File: config.mk
export PLATFORM = sky130hd
export DESIGN_NAME = matrix_keypad_scanner_debounce_flat
export DESIGN_NICKNAME = d
export VERILOG_FILES = /design/src/rtl/kps_pkg.sv /design/src/rtl/kps_if.sv /design/src/rtl/kps_step.sv /design/src/rtl/kps_out_queue.sv /design/src/rtl/matrix_keypad_scanner_debounce.sv /design/src/flat_wrapper.sv
export SDC_FILE = /design/constraint.sdc
export NUM_CORES = 1
export LEC_CHECK = 0
export BUFFER_PORTS_ARGS = -buffer_cell sky130_fd_sc_hd__buf_2
export CAP_MARGIN = 25
export CORE_UTILIZATION = 50
export CTS_CLUSTER_SIZE = 8
export DETAILED_ROUTE_END_ITERATION = 7
export PLACE_DENSITY = 0.68
export SLEW_MARGIN = 20
export SYNTH_ARGS = -nofsm -noshare
export SYNTH_HDL_FRONTEND = slang
export SYNTH_SLANG_ARGS = --single-unit
File: constraint.sdc
create_clock -name clk -period 5.5 [get_ports clk]
set_input_delay 0.275 -clock clk [delete_from_list [all_inputs] [get_ports clk]]
set_output_delay 0.275 -clock clk [all_outputs]
set_load 0.1 [all_outputs]
File: src/rtl/kps_pkg.sv
// Package for the 4x4 keypad scanner: types, reset values, key code table.
// No dependencies; used by kps_step, kps_out_queue and the top level.
`default_nettype none

package kps_pkg;

  localparam int CFG_IDX_W = 1;
  localparam int CFG_DATA_W = 16;

  localparam logic [CFG_IDX_W-1:0] CFG_SETTLE   = 1'b0;
  localparam logic [CFG_IDX_W-1:0] CFG_DEBOUNCE = 1'b1;

  localparam logic [7:0]  SETTLE_RESET   = 8'd100;
  localparam logic [15:0] DEBOUNCE_RESET = 16'd20000;
  localparam logic [3:0]  LINES_IDLE     = 4'hf;
  localparam logic [1:0]  LAST_ROW       = 2'd3;

  typedef enum logic [2:0] {
    PH_PRESS   = 3'd0,
    PH_DELAY1  = 3'd1,
    PH_CONFIRM = 3'd2,
    PH_RELEASE = 3'd3,
    PH_DELAY2  = 3'd4
  } phase_t;

  typedef enum logic [1:0] {
    SCAN_BUSY  = 2'd0,
    SCAN_KEY   = 2'd1,
    SCAN_EMPTY = 2'd2
  } scan_res_t;

  typedef struct packed {
    logic [7:0]  settle_ticks;
    logic [15:0] debounce_ticks;
  } kps_cfg_t;

  typedef struct packed {
    logic [3:0] row_drive;
    logic       key_valid;
    logic [7:0] key_code;
  } kps_result_t;

  // Row-major key layout: "123A" "456B" "789C" "*0#D"
  function automatic logic [7:0] key_ascii(input logic [3:0] key);
    logic [7:0] code;
    case (key)
      4'd0:    code = 8'h31;
      4'd1:    code = 8'h32;
      4'd2:    code = 8'h33;
      4'd3:    code = 8'h41;
      4'd4:    code = 8'h34;
      4'd5:    code = 8'h35;
      4'd6:    code = 8'h36;
      4'd7:    code = 8'h42;
      4'd8:    code = 8'h37;
      4'd9:    code = 8'h38;
      4'd10:   code = 8'h39;
      4'd11:   code = 8'h43;
      4'd12:   code = 8'h2a;
      4'd13:   code = 8'h30;
      4'd14:   code = 8'h23;
      4'd15:   code = 8'h44;
      default: code = 8'h00;
    endcase
    return code;
  endfunction

endpackage

`default_nettype wire

File: src/rtl/kps_if.sv
// Valid/ready channels of the keypad scanner: column samples in, results out.
// Depends on nothing.
`default_nettype none

interface kps_in_if;
  logic       valid;
  logic       ready;
  logic [3:0] col_levels;

  modport source (output valid, output col_levels, input ready);
  modport sink   (input valid, input col_levels, output ready);
endinterface

interface kps_out_if;
  logic       valid;
  logic       ready;
  logic [3:0] row_drive;
  logic       key_valid;
  logic [7:0] key_code;

  modport source (output valid, output row_drive, output key_valid, output key_code,
                  input ready);
  modport sink   (input valid, input row_drive, input key_valid, input key_code,
                  output ready);
endinterface

`default_nettype wire

File: src/rtl/kps_step.sv
// Scan/debounce state and the single-tick step logic.
// Depends on kps_pkg.
`default_nettype none

module kps_step (
  input  wire logic                clk,
  input  wire logic                rst,
  input  wire kps_pkg::kps_cfg_t   cfg,
  input  wire logic                step_en,
  input  wire logic [3:0]          col_levels,
  output kps_pkg::kps_result_t     result
);
  import kps_pkg::*;

  phase_t      phase, phase_next;
  logic [1:0]  row_index, row_index_next;
  logic [7:0]  settle_count, settle_count_next;
  logic [15:0] delay_count, delay_count_next;
  logic [3:0]  candidate_key, candidate_key_next;

  logic        settle_done, delay_done, hit;
  logic [1:0]  hit_col;
  logic [1:0]  scan_row;
  logic [7:0]  scan_settle;
  logic [3:0]  scan_key;
  scan_res_t   scan_res;

  always_ff @(posedge clk) begin
    if (rst) begin
      phase         <= PH_PRESS;
      row_index     <= '0;
      settle_count  <= '0;
      delay_count   <= '0;
      candidate_key <= '0;
    end else if (step_en) begin
      phase         <= phase_next;
      row_index     <= row_index_next;
      settle_count  <= settle_count_next;
      delay_count   <= delay_count_next;
      candidate_key <= candidate_key_next;
    end
  end

  always_comb begin
    // lowest pulled-down column wins
    hit_col = 2'd0;
    for (int c = 3; c >= 0; c--) begin
      if (!col_levels[c]) hit_col = 2'(c);
    end
    hit         = (col_levels != LINES_IDLE);
    settle_done = (settle_count >= cfg.settle_ticks);
    delay_done  = (delay_count >= cfg.debounce_ticks);
    scan_key    = {row_index, hit_col};

    scan_row    = row_index;
    scan_settle = settle_count;
    scan_res    = SCAN_BUSY;
    if (!settle_done) begin
      scan_settle = settle_count + 8'd1;
    end else if (hit) begin
      scan_res = SCAN_KEY;
    end else if (row_index == LAST_ROW) begin
      scan_res = SCAN_EMPTY;
    end else begin
      scan_row    = row_index + 2'd1;
      scan_settle = '0;
    end
  end

  always_comb begin
    phase_next         = phase;
    row_index_next     = row_index;
    settle_count_next  = settle_count;
    delay_count_next   = delay_count;
    candidate_key_next = candidate_key;
    result.row_drive   = ~(4'b0001 << row_index);
    result.key_valid   = 1'b0;
    result.key_code    = 8'h00;

    case (phase)
      PH_DELAY1: begin
        result.row_drive = LINES_IDLE;
        if (delay_done) begin
          phase_next        = PH_CONFIRM;
          row_index_next    = '0;
          settle_count_next = '0;
        end else begin
          delay_count_next = delay_count + 16'd1;
        end
      end
      PH_DELAY2: begin
        result.row_drive = LINES_IDLE;
        if (delay_done) begin
          result.key_valid  = 1'b1;
          result.key_code   = key_ascii(candidate_key);
          phase_next        = PH_PRESS;
          row_index_next    = '0;
          settle_count_next = '0;
        end else begin
          delay_count_next = delay_count + 16'd1;
        end
      end
      PH_CONFIRM: begin
        row_index_next    = scan_row;
        settle_count_next = scan_settle;
        if (scan_res == SCAN_KEY && scan_key == candidate_key) begin
          phase_next        = PH_RELEASE;
          row_index_next    = '0;
          settle_count_next = '0;
        end else if (scan_res != SCAN_BUSY) begin
          phase_next        = PH_PRESS;
          row_index_next    = '0;
          settle_count_next = '0;
        end
      end
      PH_RELEASE: begin
        row_index_next    = scan_row;
        settle_count_next = scan_settle;
        if (scan_res == SCAN_KEY) begin
          row_index_next    = '0;
          settle_count_next = '0;
        end else if (scan_res == SCAN_EMPTY) begin
          phase_next       = PH_DELAY2;
          delay_count_next = '0;
        end
      end
      default: begin
        phase_next        = PH_PRESS;
        row_index_next    = scan_row;
        settle_count_next = scan_settle;
        if (scan_res == SCAN_KEY) begin
          candidate_key_next = scan_key;
          phase_next         = PH_DELAY1;
          delay_count_next   = '0;
        end else if (scan_res == SCAN_EMPTY) begin
          row_index_next    = '0;
          settle_count_next = '0;
        end
      end
    endcase
  end

endmodule

`default_nettype wire

File: src/rtl/kps_out_queue.sv
// Two-entry result queue: two entries addressed by read and write pointers.
// Depends on kps_pkg and kps_out_if.
`default_nettype none

module kps_out_queue (
  input  wire logic                 clk,
  input  wire logic                 rst,
  input  wire logic                 push,
  input  wire kps_pkg::kps_result_t push_data,
  output logic                      full,
  kps_out_if.source                 result
);
  import kps_pkg::*;

  kps_result_t entry [2];
  logic        wr_ptr, rd_ptr;
  logic [1:0]  count;
  logic        pop;

  assign pop  = result.valid && result.ready;
  assign full = (count == 2'd2);

  always_ff @(posedge clk) begin
    if (rst) begin
      wr_ptr <= 1'b0;
      rd_ptr <= 1'b0;
      count  <= 2'd0;
    end else begin
      if (push) wr_ptr <= ~wr_ptr;
      if (pop)  rd_ptr <= ~rd_ptr;
      case ({push, pop})
        2'b10:   count <= count + 2'd1;
        2'b01:   count <= count - 2'd1;
        default: count <= count;
      endcase
    end
  end

  always_ff @(posedge clk) begin
    if (push) entry[wr_ptr] <= push_data;
  end

  assign result.valid     = (count != 2'd0);
  assign result.row_drive = entry[rd_ptr].row_drive;
  assign result.key_valid = entry[rd_ptr].key_valid;
  assign result.key_code  = entry[rd_ptr].key_code;

endmodule

`default_nettype wire

File: src/rtl/matrix_keypad_scanner_debounce.sv
// Top level of the 4x4 keypad scanner with debounce.
// Depends on kps_pkg, kps_if, kps_step and kps_out_queue.
//
// Each request on sample carries one scan tick's column levels and yields
// exactly one request on result (row drive, key flag, ASCII code). One
// request is taken every cycle while the result queue is not full; a sample
// passes the input register, then the scan/debounce step into the two-entry
// result queue, so a sample is still taken while one result waits.
// The user writes settle_ticks (index 0) and debounce_ticks (index 1) through
// cfg_we/cfg_index/cfg_data while no request is in flight; nothing enforces it.
`default_nettype none

module matrix_keypad_scanner_debounce (
  input  wire logic                             clk,
  input  wire logic                             rst,
  input  wire logic                             cfg_we,
  input  wire logic [kps_pkg::CFG_IDX_W-1:0]    cfg_index,
  input  wire logic [kps_pkg::CFG_DATA_W-1:0]   cfg_data,
  kps_in_if.sink                                sample,
  kps_out_if.source                             result
);
  import kps_pkg::*;

  kps_cfg_t    cfg;
  logic        in_valid;
  logic [3:0]  in_cols;
  logic        q_full;
  logic        advance;
  kps_result_t step_result;

  always_ff @(posedge clk) begin
    if (rst) begin
      cfg.settle_ticks   <= SETTLE_RESET;
      cfg.debounce_ticks <= DEBOUNCE_RESET;
    end else if (cfg_we) begin
      case (cfg_index)
        CFG_SETTLE:   cfg.settle_ticks   <= cfg_data[7:0];
        CFG_DEBOUNCE: cfg.debounce_ticks <= cfg_data[15:0];
        default:      cfg <= cfg;
      endcase
    end
  end

  assign advance      = in_valid && !q_full;
  assign sample.ready = !in_valid || !q_full;

  always_ff @(posedge clk) begin
    if (rst) begin
      in_valid <= 1'b0;
    end else if (sample.ready) begin
      in_valid <= sample.valid;
    end
  end

  always_ff @(posedge clk) begin
    if (sample.valid && sample.ready) in_cols <= sample.col_levels;
  end

  kps_step u_step (
    .clk        (clk),
    .rst        (rst),
    .cfg        (cfg),
    .step_en    (advance),
    .col_levels (in_cols),
    .result     (step_result)
  );

  kps_out_queue u_queue (
    .clk       (clk),
    .rst       (rst),
    .push      (advance),
    .push_data (step_result),
    .full      (q_full),
    .result    (result)
  );

endmodule

`default_nettype wire

File: src/flat_wrapper.sv
// flat-port wrapper written by rule: the top's interface ports become plain ports
module matrix_keypad_scanner_debounce_flat import kps_pkg::*;
  (clk, rst, cfg_we, cfg_index, cfg_data, sample_valid, sample_col_levels, sample_ready, result_valid, result_row_drive, result_key_valid, result_key_code, result_ready);
  kps_in_if sample_i ();
  kps_out_if result_i ();
  input  wire logic clk;
  input  wire logic rst;
  input  wire logic cfg_we;
  input  wire logic [kps_pkg::CFG_IDX_W-1:0] cfg_index;
  input  wire logic [kps_pkg::CFG_DATA_W-1:0] cfg_data;
  input wire logic [$bits(sample_i.valid)-1:0] sample_valid;
  input wire logic [$bits(sample_i.col_levels)-1:0] sample_col_levels;
  output wire logic [$bits(sample_i.ready)-1:0] sample_ready;
  output wire logic [$bits(result_i.valid)-1:0] result_valid;
  output wire logic [$bits(result_i.row_drive)-1:0] result_row_drive;
  output wire logic [$bits(result_i.key_valid)-1:0] result_key_valid;
  output wire logic [$bits(result_i.key_code)-1:0] result_key_code;
  input wire logic [$bits(result_i.ready)-1:0] result_ready;
  assign sample_i.valid = sample_valid;
  assign sample_i.col_levels = sample_col_levels;
  assign sample_ready = sample_i.ready;
  assign result_valid = result_i.valid;
  assign result_row_drive = result_i.row_drive;
  assign result_key_valid = result_i.key_valid;
  assign result_key_code = result_i.key_code;
  assign result_i.ready = result_ready;
  matrix_keypad_scanner_debounce u_core (.clk(clk), .rst(rst), .cfg_we(cfg_we), .cfg_index(cfg_index), .cfg_data(cfg_data), .sample(sample_i), .result(result_i));
endmodule
==> results.md, run 1 <==
- R2r startpoint: u_core.u_step.settle_count[0]
- Ys async rst share: 0
- WL final: about 10 mm
- Pwr Density: 311 nW/um^2
- Cell area after synthesis: roughly 5000 um^2
- Hold-fix buffers, CTS: 0
- Initial DRT Pass Iterations: 5
- Clk_skew: 0.0113 ns
- Die ar.: 10600 um^2
- DRT antenna net count: 0
- Final core utilization: 0.567
- Most common cell after layout, fill and taps aside: dfxtp_1
- Slew margin rel.: 0.518
- Ant. Diodes: 0
- IO buf count: 39
- Max Slew Vio Count: 0
- Worst EP required: around 5.8 ns
- Post-CTS setup buffer count: 0
- Post-Syn Area per Cell: 9.30 um^2
- Synth cell types: between 60 and 70
- Aggregate global routing overflow: 0
- Root Driver: clkbuf_8
- Final hold vios: 0
- Most frequent cells in the layout: 70 x dfxtp_1, 65 x nand2_1, 47 x a21oi_1, 39 x buf_2, 38 x inv_1
- H-tree Lvls: 3
- Final min period: approximately 3.4 ns
- Area Overhead vs Synth: 9.50%
- Share of cells above drive strength 1: 0.158
- CTS clock-pin slew for the worst setup and hold paths: 0.10 ns
- Status: complete, no violations
- Leading area contributor after synthesis: dfxtp_1
- Worst-case clock buffer depth: 2
- Cell count after synthesis: 547
- Synth top area cells: dfxtp_1 28%, edfxtp_1 17%, ha_1 8.1%
- Setup crit end kind: flip-flop
- # IOs: 41
- Pin count of the biggest net entering global routing: 40
- RD Place Congestion: 0.831
- Yosys top cell area share: 0.276
- Yosys warning count: 0
- Vias in the first global route: 3676
- Global-route wire length before repair: 17.3 mm
- Avg WL per Cell: between 10 and 15 um
- Vias: 3957
- Clk_lat worst skew: ~0.38 ns
- Core area: 9820 um^2
- Final Setup Violations: 0
- PostCTS Resize Cnt: 0
- Cts bufs inserted: 9
- Min-Delay Path Class: primary input to flip-flop
- DP HPWL: 7.67 mm
- Total power: roughly 0.0017 W
- Initial core utilization: 0.518
- Tcrit/Tclk final: 0.617
- Nets@finish: 636
- Die width: approximately 100 um
- Residual DRC count: 0
- RSZ-0062 raised after global routing: false
- Via density: 5.53
- Worst Max-Slew Pin Slew: roughly 0.72 ns
- Overall routing resource usage: 0.212
- Max Cap Viol: 0
- Synth Net Count: 606
- Die height: 103 um
- Initial antenna violation count: 0
- Sum Neg Setup Slack: 0 ns
- CP max FO: 12
- Yosys reg bits: 98
- Most common flop cell mapped by yosys: dfxtp_1
- Leak: between 2 and 2.5 nW
- Hold path start: sample_col_levels[2]
- DR iter-0 viols: 187
- Sequential fraction of the synthesis area: 0.441
- Setup CP Type: flip-flop to flip-flop
- Peak supply drop: around 0.15 mV
- CTS Sinks: 98
- Std cell rows: 36
- FMAX: 295 MHz
- WP data arrival: 3.66 ns
- Crit path launch: u_core.u_step.settle_count[0]
- CTS tree: built
- Startpoint types: flip-flop
- EDFF count, synth: 28
==> cells by family after synthesis <==
logic type	share of synthesized area
other cells	0.000737
mux	0.0364
fa+ha+maj	0.0812
simple gates	0.198
buf+inv	0.0502
compound gates	0.172
xor+xnor	0.0207
flops	0.441
==> final timing paths <==
| path | to | slack [ns] | cells past startpoint |
|---|---|---|---|
| max | flip-flop | 2.11 | 13 |
| min | u_core.in_cols[2] | 0.07 | 1 |
| max reg2reg | flip-flop | 2.11 | 13 |
| min reg2reg | u_core.cfg[19] | 0.46 | 2 |
==> area by class of cell <==
type                    count  area (um^2)
multi-input cells         387         2590
repair buffers             42          218
inverters                  39          146
clock buffers               9          124
well taps                 133          166
fillers                   918         4250
flip-flops and latches     98         2240
clock inverters             7         83.8
==> worst max-delay path, stage by stage, from the launching register on <==
cell,delay (ns)
dfxtp_1,0.40
inv_1,0.07
ha_1,0.29
nand2b_1,0.16
a2111oi_2,0.44
o311ai_1,0.15
buf_4,0.20
nand2_1,0.31
mux2i_1,0.32
nor2_1,0.15
ha_1,0.39
inv_1,0.08
nand2_1,0.05
a222oi_1,0.28
==> synth_stat cells, drive strengths merged, types with 2 or more instances <==
cell type,instances
o32ai,2
o211ai,13
a21o,4
o21a,5
inv,39
a211o,3
nor3,12
a31oi,4
nor2,38
or3,11
or4,2
o311ai,2
and2,13
or2,5
ha,33
o41ai,2
clkbuf,13
nor4,5
xnor2,6
a21oi,50
a2111oi,3
nand3b,4
nand3,12
o21ai,24
nor3b,2
and3,5
dfxtp,70
o211a,2
nand2b,7
mux2,12
and4,4
nand2,65
mux2i,5
buf,10
nand4,10
edfxtp,28
xor2,6
a22oi,3
o31ai,3
==> registers in the layout (all words and copies together) (netlist names), named ones only <==
register	cells
u_core.u_queue.count	2
u_core.in_valid	1
u_core.u_queue.entry	24
u_core.u_step.phase	3
u_core.u_step.row_index	2
u_core.u_step.settle_count	8
u_core.u_step.delay_count	16
u_core.cfg	24
u_core.u_queue.wr_ptr	1
u_core.u_queue.rd_ptr	1
u_core.in_cols	4
u_core.u_step.candidate_key	4
==> power by group <==
group | internal [W] | leakage, nW | switching [W] | total (W)
Sequential | 0.000781 | 0.818 | 0.0000362 | 0.000818
Combinational | 0.000111 | 1.23 | 0.000316 | 0.000426
Clock | 0.000219 | 0.103 | 0.000271 | 0.000490
Total | 0.00111 | 2.15 | 0.000622 | 0.00173
==> metal layers <==
layer	global-route usage	share of wire	routed length [um]
met4	0.0943	0.020	213
met2	0.361	0.50	5180
met3	0.0271	0.031	325
met1	0.271	0.45	4720
met5	0	0	0
==> per-stage QoR <==
stage	std cells	area [um^2]	hold slack [ns]	setup WS, ns
after CTS	713	5550	0.0555	2.16
after detailed placement	697	5350	0.447	2.18
after floorplan	547	5090	0.365	2.51
after global routing	715	5570	0.0595	1.85
final	715	5570	0.0709	2.11
after global placement	697	5350	0.445	2.38
Power figures use the tool's default switching activity.
==> run 2: changes to the inputs <==
- clock period: 5.5 -> 3.6 ns (I/O delays scaled with it)
==> run 2 against run 1 <==
Effect of this change: critical path depth is the same; power grew 47%; largest cell class unchanged; clock-buffer cell count grew 1; sequential power grew 53%; non-clock buffer count grew 4; largest power group unchanged; critical path type unchanged; core utilization is essentially flat; fmax grew 7.1%; first-iteration DRC count shrank 1.6%.
==> results.md, run 2 (synthesized netlist as in run 1, its figures left out) <==
- WP data arrival: between 3 and 4 ns
- Die width: about 100 um
- H-tree Lvls: 3
- Max Slew Vio Count: 0
- Post-CTS setup buffer count: 0
- Hold depth: 3
- R2R Setup Slk: 0.43 ns
- CTS clock-pin slew for the worst setup and hold paths: 0.09 ns
- Worst EP required: 3.87 ns
- Setup crit end kind: flip-flop
- WL final: 10.8 mm
- Final Cell Area: approximately 5600 um^2
- Place WS: 0.466 ns
- Worst-case clock buffer depth: 2
- Leak: 2.15 nW
- Status: complete, no violations
- Top flop regs: u_core.cfg: 24 flops, u_core.u_queue.entry: 24 flops, u_core.u_step.delay_count: 16 flops
- Cts bufs inserted: 9
- CP max FO: 12
- Vias: 4023
- Final core utilization: 0.567
- DR iter-0 viols: 184
- CTS Sinks: 98
- RD Place Congestion: 0.822
- Met1 GRT Util: 0.273
- Avg WL per Cell: 15.0 um
- Initial core utilization: 0.518
- R2R depth: 13
- Via density: 5.60
- Final hold vios: 0
- Hold path start: cfg_data[11]
- Core area: 9820 um^2
- DRT antenna net count: 0
- Placed cell area: 5350 um^2
- Most common cell after layout, fill and taps aside: dfxtp_1
- Area Overhead vs Synth: 9.54%
- Final min period: 3.17 ns
- Worst hold endpoint: u_core.cfg[11]
- Share of cells above drive strength 1: 0.154
- Most frequent cells in the layout: 70 x dfxtp_1, 65 x nand2_1, 47 x a21oi_1, 39 x buf_2, 38 x inv_1
- IO buf count: 39
- Initial DRT Pass Iterations: 5
- Max Cap Viol: 0
- Pin count of the biggest net entering global routing: 40
- Vias in the first global route: 3713
- Final Setup Violations: 0
- Ant. Diodes: 0
- GRT met2 Usage: 0.364
- GRT met3 Usage: 0.0359
- RSZ-0062 raised after global routing: false
- Root Driver: clkbuf_8
- FMAX: 316 MHz
- Peak supply drop: 0.200 mV
- Tcrit/Tclk final: 0.880
- Aggregate global routing overflow: 0
- R2r startpoint: u_core.u_step.settle_count[0]
- Sum Neg Setup Slack: 0 ns
- Setup ws final: 0.431 ns
- Nets@finish: 640
- Fillers: 927
- Clk_skew: roughly 0.0053 ns
- # IOs: 41
- Global-route wire length before repair: 17.4 mm
- Slew margin rel.: 0.487
- Clk_lat worst skew: between 0.3 and 0.4 ns
- Pwr Density: 456 nW/um^2
- Startpoint types: flip-flop
- Total power: around 0.0025 W
- Worst Max-Slew Pin Slew: about 0.77 ns
- Overall routing resource usage: 0.215
- GR peak layer: met2
- Min-Delay Path Class: primary input to flip-flop
- Die ar.: 10600 um^2
- DP HPWL: 7.71 mm
- CTS tree: built
- PostCTS Resize Cnt: 0
- Die height: 103 um
- Initial antenna violation count: 0
- Residual DRC count: 0
- Std cell rows: 36
- Setup CP Type: flip-flop to flip-flop
[run 2: timing repair]
item	in CTS	in global routing
hold endpoints to repair	4	0
hold buffers	4	0
setup endpoints to repair	0	0
[run 2: final cells by class]
type | instances | area (um^2) | share of cell area
clock buffer | 10 | 128 | 0.0229
sequential | 98 | 2240 | 0.402
timing repair buffer | 46 | 258 | 0.0463
multi-input combinational | 387 | 2590 | 0.465
clock inverter | 6 | 42.5 | 0.00764
tap | 133 | 166 | 0.0299
inverter | 39 | 146 | 0.0263
[run 2: power by group]
group / internal, W / switching, W
registers: 0.00119 / 0.0000547
clock network: 0.000253 / 0.000382
logic: 0.000172 / 0.000486
[run 2: routing by layer]
| metal | part of all wire | routed length (um) | vias to the layer above |
|---|---|---|---|
| met3 | 0.033 | 355 | 21 |
| met1 | 0.45 | 4870 | 1904 |
| met2 | 0.49 | 5290 | 75 |
| met5 | 0 | 0 | - |
| li1 | - | - | 2023 |
| met4 | 0.022 | 238 | 0 |
[run 2: critical path: stages, from the launching register on]
cell and delay (ns):
dfxtp_1 0.38, inv_1 0.07, ha_1 0.28, nand2b_1 0.15, a2111oi_2 0.47, o311ai_1 0.20
nand2_1 0.34, nor2_1 0.07, a21oi_1 0.22, nor2_1 0.14, ha_1 0.37, inv_1 0.08
nand2_1 0.05, a222oi_1 0.26
[run 2: stage by stage]
step	std cells	hold WS [ns]
4_1_cts	718	0.0203
2_1_floorplan	547	0.270
6_report	719	0.0310
3_3_place_gp	698	0.359
3_5_place_dp	698	0.359
5_1_grt	719	0.0380
[run 2: worst max-delay path by stage]
stage                                  startpoint  slack (ns)  cells after the start   endpoint
floorplan           u_core.u_step.settle_count[0]        0.61                     13  flip-flop
global placement    u_core.u_step.settle_count[0]        0.58                     12  flip-flop
detailed placement  u_core.u_step.settle_count[0]        0.47                     13  flip-flop
CTS                 u_core.u_step.settle_count[0]        0.42                     13  flip-flop
global route        u_core.u_step.settle_count[0]        0.16                     13  flip-flop
finish              u_core.u_step.settle_count[0]        0.43                     13  flip-flop
==> run 3: changes to the inputs <==
- clock period: 3.6 -> 3.7 ns (I/O delays scaled with it)
==> run 3 against run 2 <==
Effect of this change: sequential power decreased by 3%; combinational power decreased by 3.0%; critical path depth decreased by 1.
==> results.md, run 3 (synthesized netlist as in run 1, its figures left out) <==
- Post-CTS setup buffer count: 0
- Die height: 103 um
- Setup ws final: 0.519 ns
- Nets@finish: 640
- Leak: 2.16 nW
- PostCTS Resize Cnt: 0
- Pwr Density: ~450 nW/um^2
- WP data arrival: 3.45 ns
- FMAX: around 310 MHz
- # IOs: 41
- Worst-case clock buffer depth: 2
- Min-Delay Path Class: primary input to flip-flop
- Vias: 3997
- Status: complete, no violations
- Pin count of the biggest net entering global routing: 40
- Ant. Diodes: 0
- RD Place Congestion: 0.823
- Worst EP required: 3.97 ns
- Via density: between 5 and 6
- Final min period: 3.18 ns
- H-tree Lvls: 3
- Area Overhead vs Synth: 10.0%
- Max Cap Viol: 0
- IO buf count: 39
- RSZ-0062 raised after global routing: false
- Most frequent cells in the layout: 70 x dfxtp_1, 65 x nand2_1, 47 x a21oi_1, 39 x buf_2, 38 x inv_1
- DR iter-0 viols: around 240
- Fillers: 941
- Clk_skew: between 0.005 and 0.006 ns
- Place WS: 0.583 ns
- Root Driver: clkbuf_8
- DRT antenna net count: 0
- Initial DRT Pass Iterations: 4
- Die width: 103 um
- CTS clock-pin slew for the worst setup and hold paths: 0.09 ns
- Most common cell after layout, fill and taps aside: dfxtp_1
- Clk_lat worst skew: ~0.37 ns
- Peak supply drop: 0.228 mV
- Hold-fix buffers, CTS: 4
- Std cell rows: 36
- Initial antenna violation count: 0
- Sum Neg Setup Slack: 0 ns
- Worst Max-Slew Pin Slew: 0.728 ns
- CTS Sinks: 98
- CP max FO: 12
- Setup crit end kind: flip-flop
- Sequential cell area: about 2200 um^2
- CTS tree: built
- Area of the multi-input gates: 2590 um^2
- Setup CP Type: flip-flop to flip-flop
- Vias in the first global route: 3747
- WL final: 10.5 mm
- Avg WL per Cell: 14.6 um
- Cts bufs inserted: 9
- Die ar.: 10600 um^2
- Share of cells above drive strength 1: 0.155
- Startpoint types: flip-flop
- Final Setup Violations: 0
- Initial core utilization: 0.518
- Top flop regs: u_core.cfg: 24 flops, u_core.u_queue.entry: 24 flops, u_core.u_step.delay_count: 16 flops
- Global-route wire length before repair: 17.3 mm
- Core area: just under 10000 um^2
- Residual DRC count: 0
- Slew margin rel.: 0.515
- Aggregate global routing overflow: 0
- Max Slew Vio Count: 0
- DP HPWL: around 7.7 mm
- Final hold vios: 0
- Overall routing resource usage: 0.213
- Tcrit/Tclk final: 0.860
## run 3: final timing paths
check	slack, ns	depth (start not counted)	startpoint	endpoint
worst max register to register	0.52	12	u_core.u_step.settle_count[0]	flip-flop
worst min register to register	0.46	2	u_core.cfg[3]	u_core.cfg[3]
worst min-delay path	0.04	3	cfg_data[9]	u_core.cfg[9]
worst max-delay path	0.52	12	u_core.u_step.settle_count[0]	flip-flop
## run 3: area by class of cell
cell class	instances	share of cell area
Inverter	39	0.0262
Multi-Input combinational cell	387	0.463
Timing Repair Buffer	46	0.0461
Tap cell	133	0.0297
Clock inverter	6	0.0119
Clock buffer	10	0.0228
Sequential cell	98	0.401
## run 3: routing by layer
| metal | vias to the layer above | part of all wire | GRT usage |
|---|---|---|---|
| li1 | 2022 | - | - |
| met1 | 1900 | 0.45 | 0.268 |
| met2 | 60 | 0.50 | 0.360 |
| met3 | 15 | 0.029 | 0.0454 |
| met4 | 0 | 0.018 | 0.0769 |
| met5 | - | 0 | 0 |
## run 3: power breakdown
part | internal [W] | total, W | switching, W
logic | 0.000167 | 0.000637 | 0.000470
registers | 0.00116 | 0.00121 | 0.0000533
clock network | 0.000314 | 0.000693 | 0.000379
total | 0.00164 | 0.00254 | 0.000903
## run 3: critical path, cell delays in order (launching register included)
cell       delay, ns
dfxtp_1         0.39
inv_1           0.07
ha_1            0.28
nand2b_1        0.15
a2111oi_2       0.47
o311ai_1        0.21
nand2_1         0.34
mux2i_1         0.28
nor2_1          0.12
ha_1            0.36
inv_1           0.08
nand2_1         0.05
a222oi_1        0.27
## run 3: per-stage QoR
step / std cells / cell area (um^2) / total power [W] / util / hold slack [ns]
2_1_floorplan: 547 / 5090 / 0.00177 / - / 0.275
3_3_place_gp: 698 / 5350 / 0.00186 / 0.545 / 0.364
3_5_place_dp: 698 / 5350 / 0.00187 / 0.545 / 0.364
4_1_cts: 718 / 5590 / 0.00256 / 0.569 / 0.0285
5_1_grt: 719 / 5600 / 0.00267 / 0.570 / 0.0416
6_report: 719 / 5600 / 0.00254 / 0.570 / 0.0388
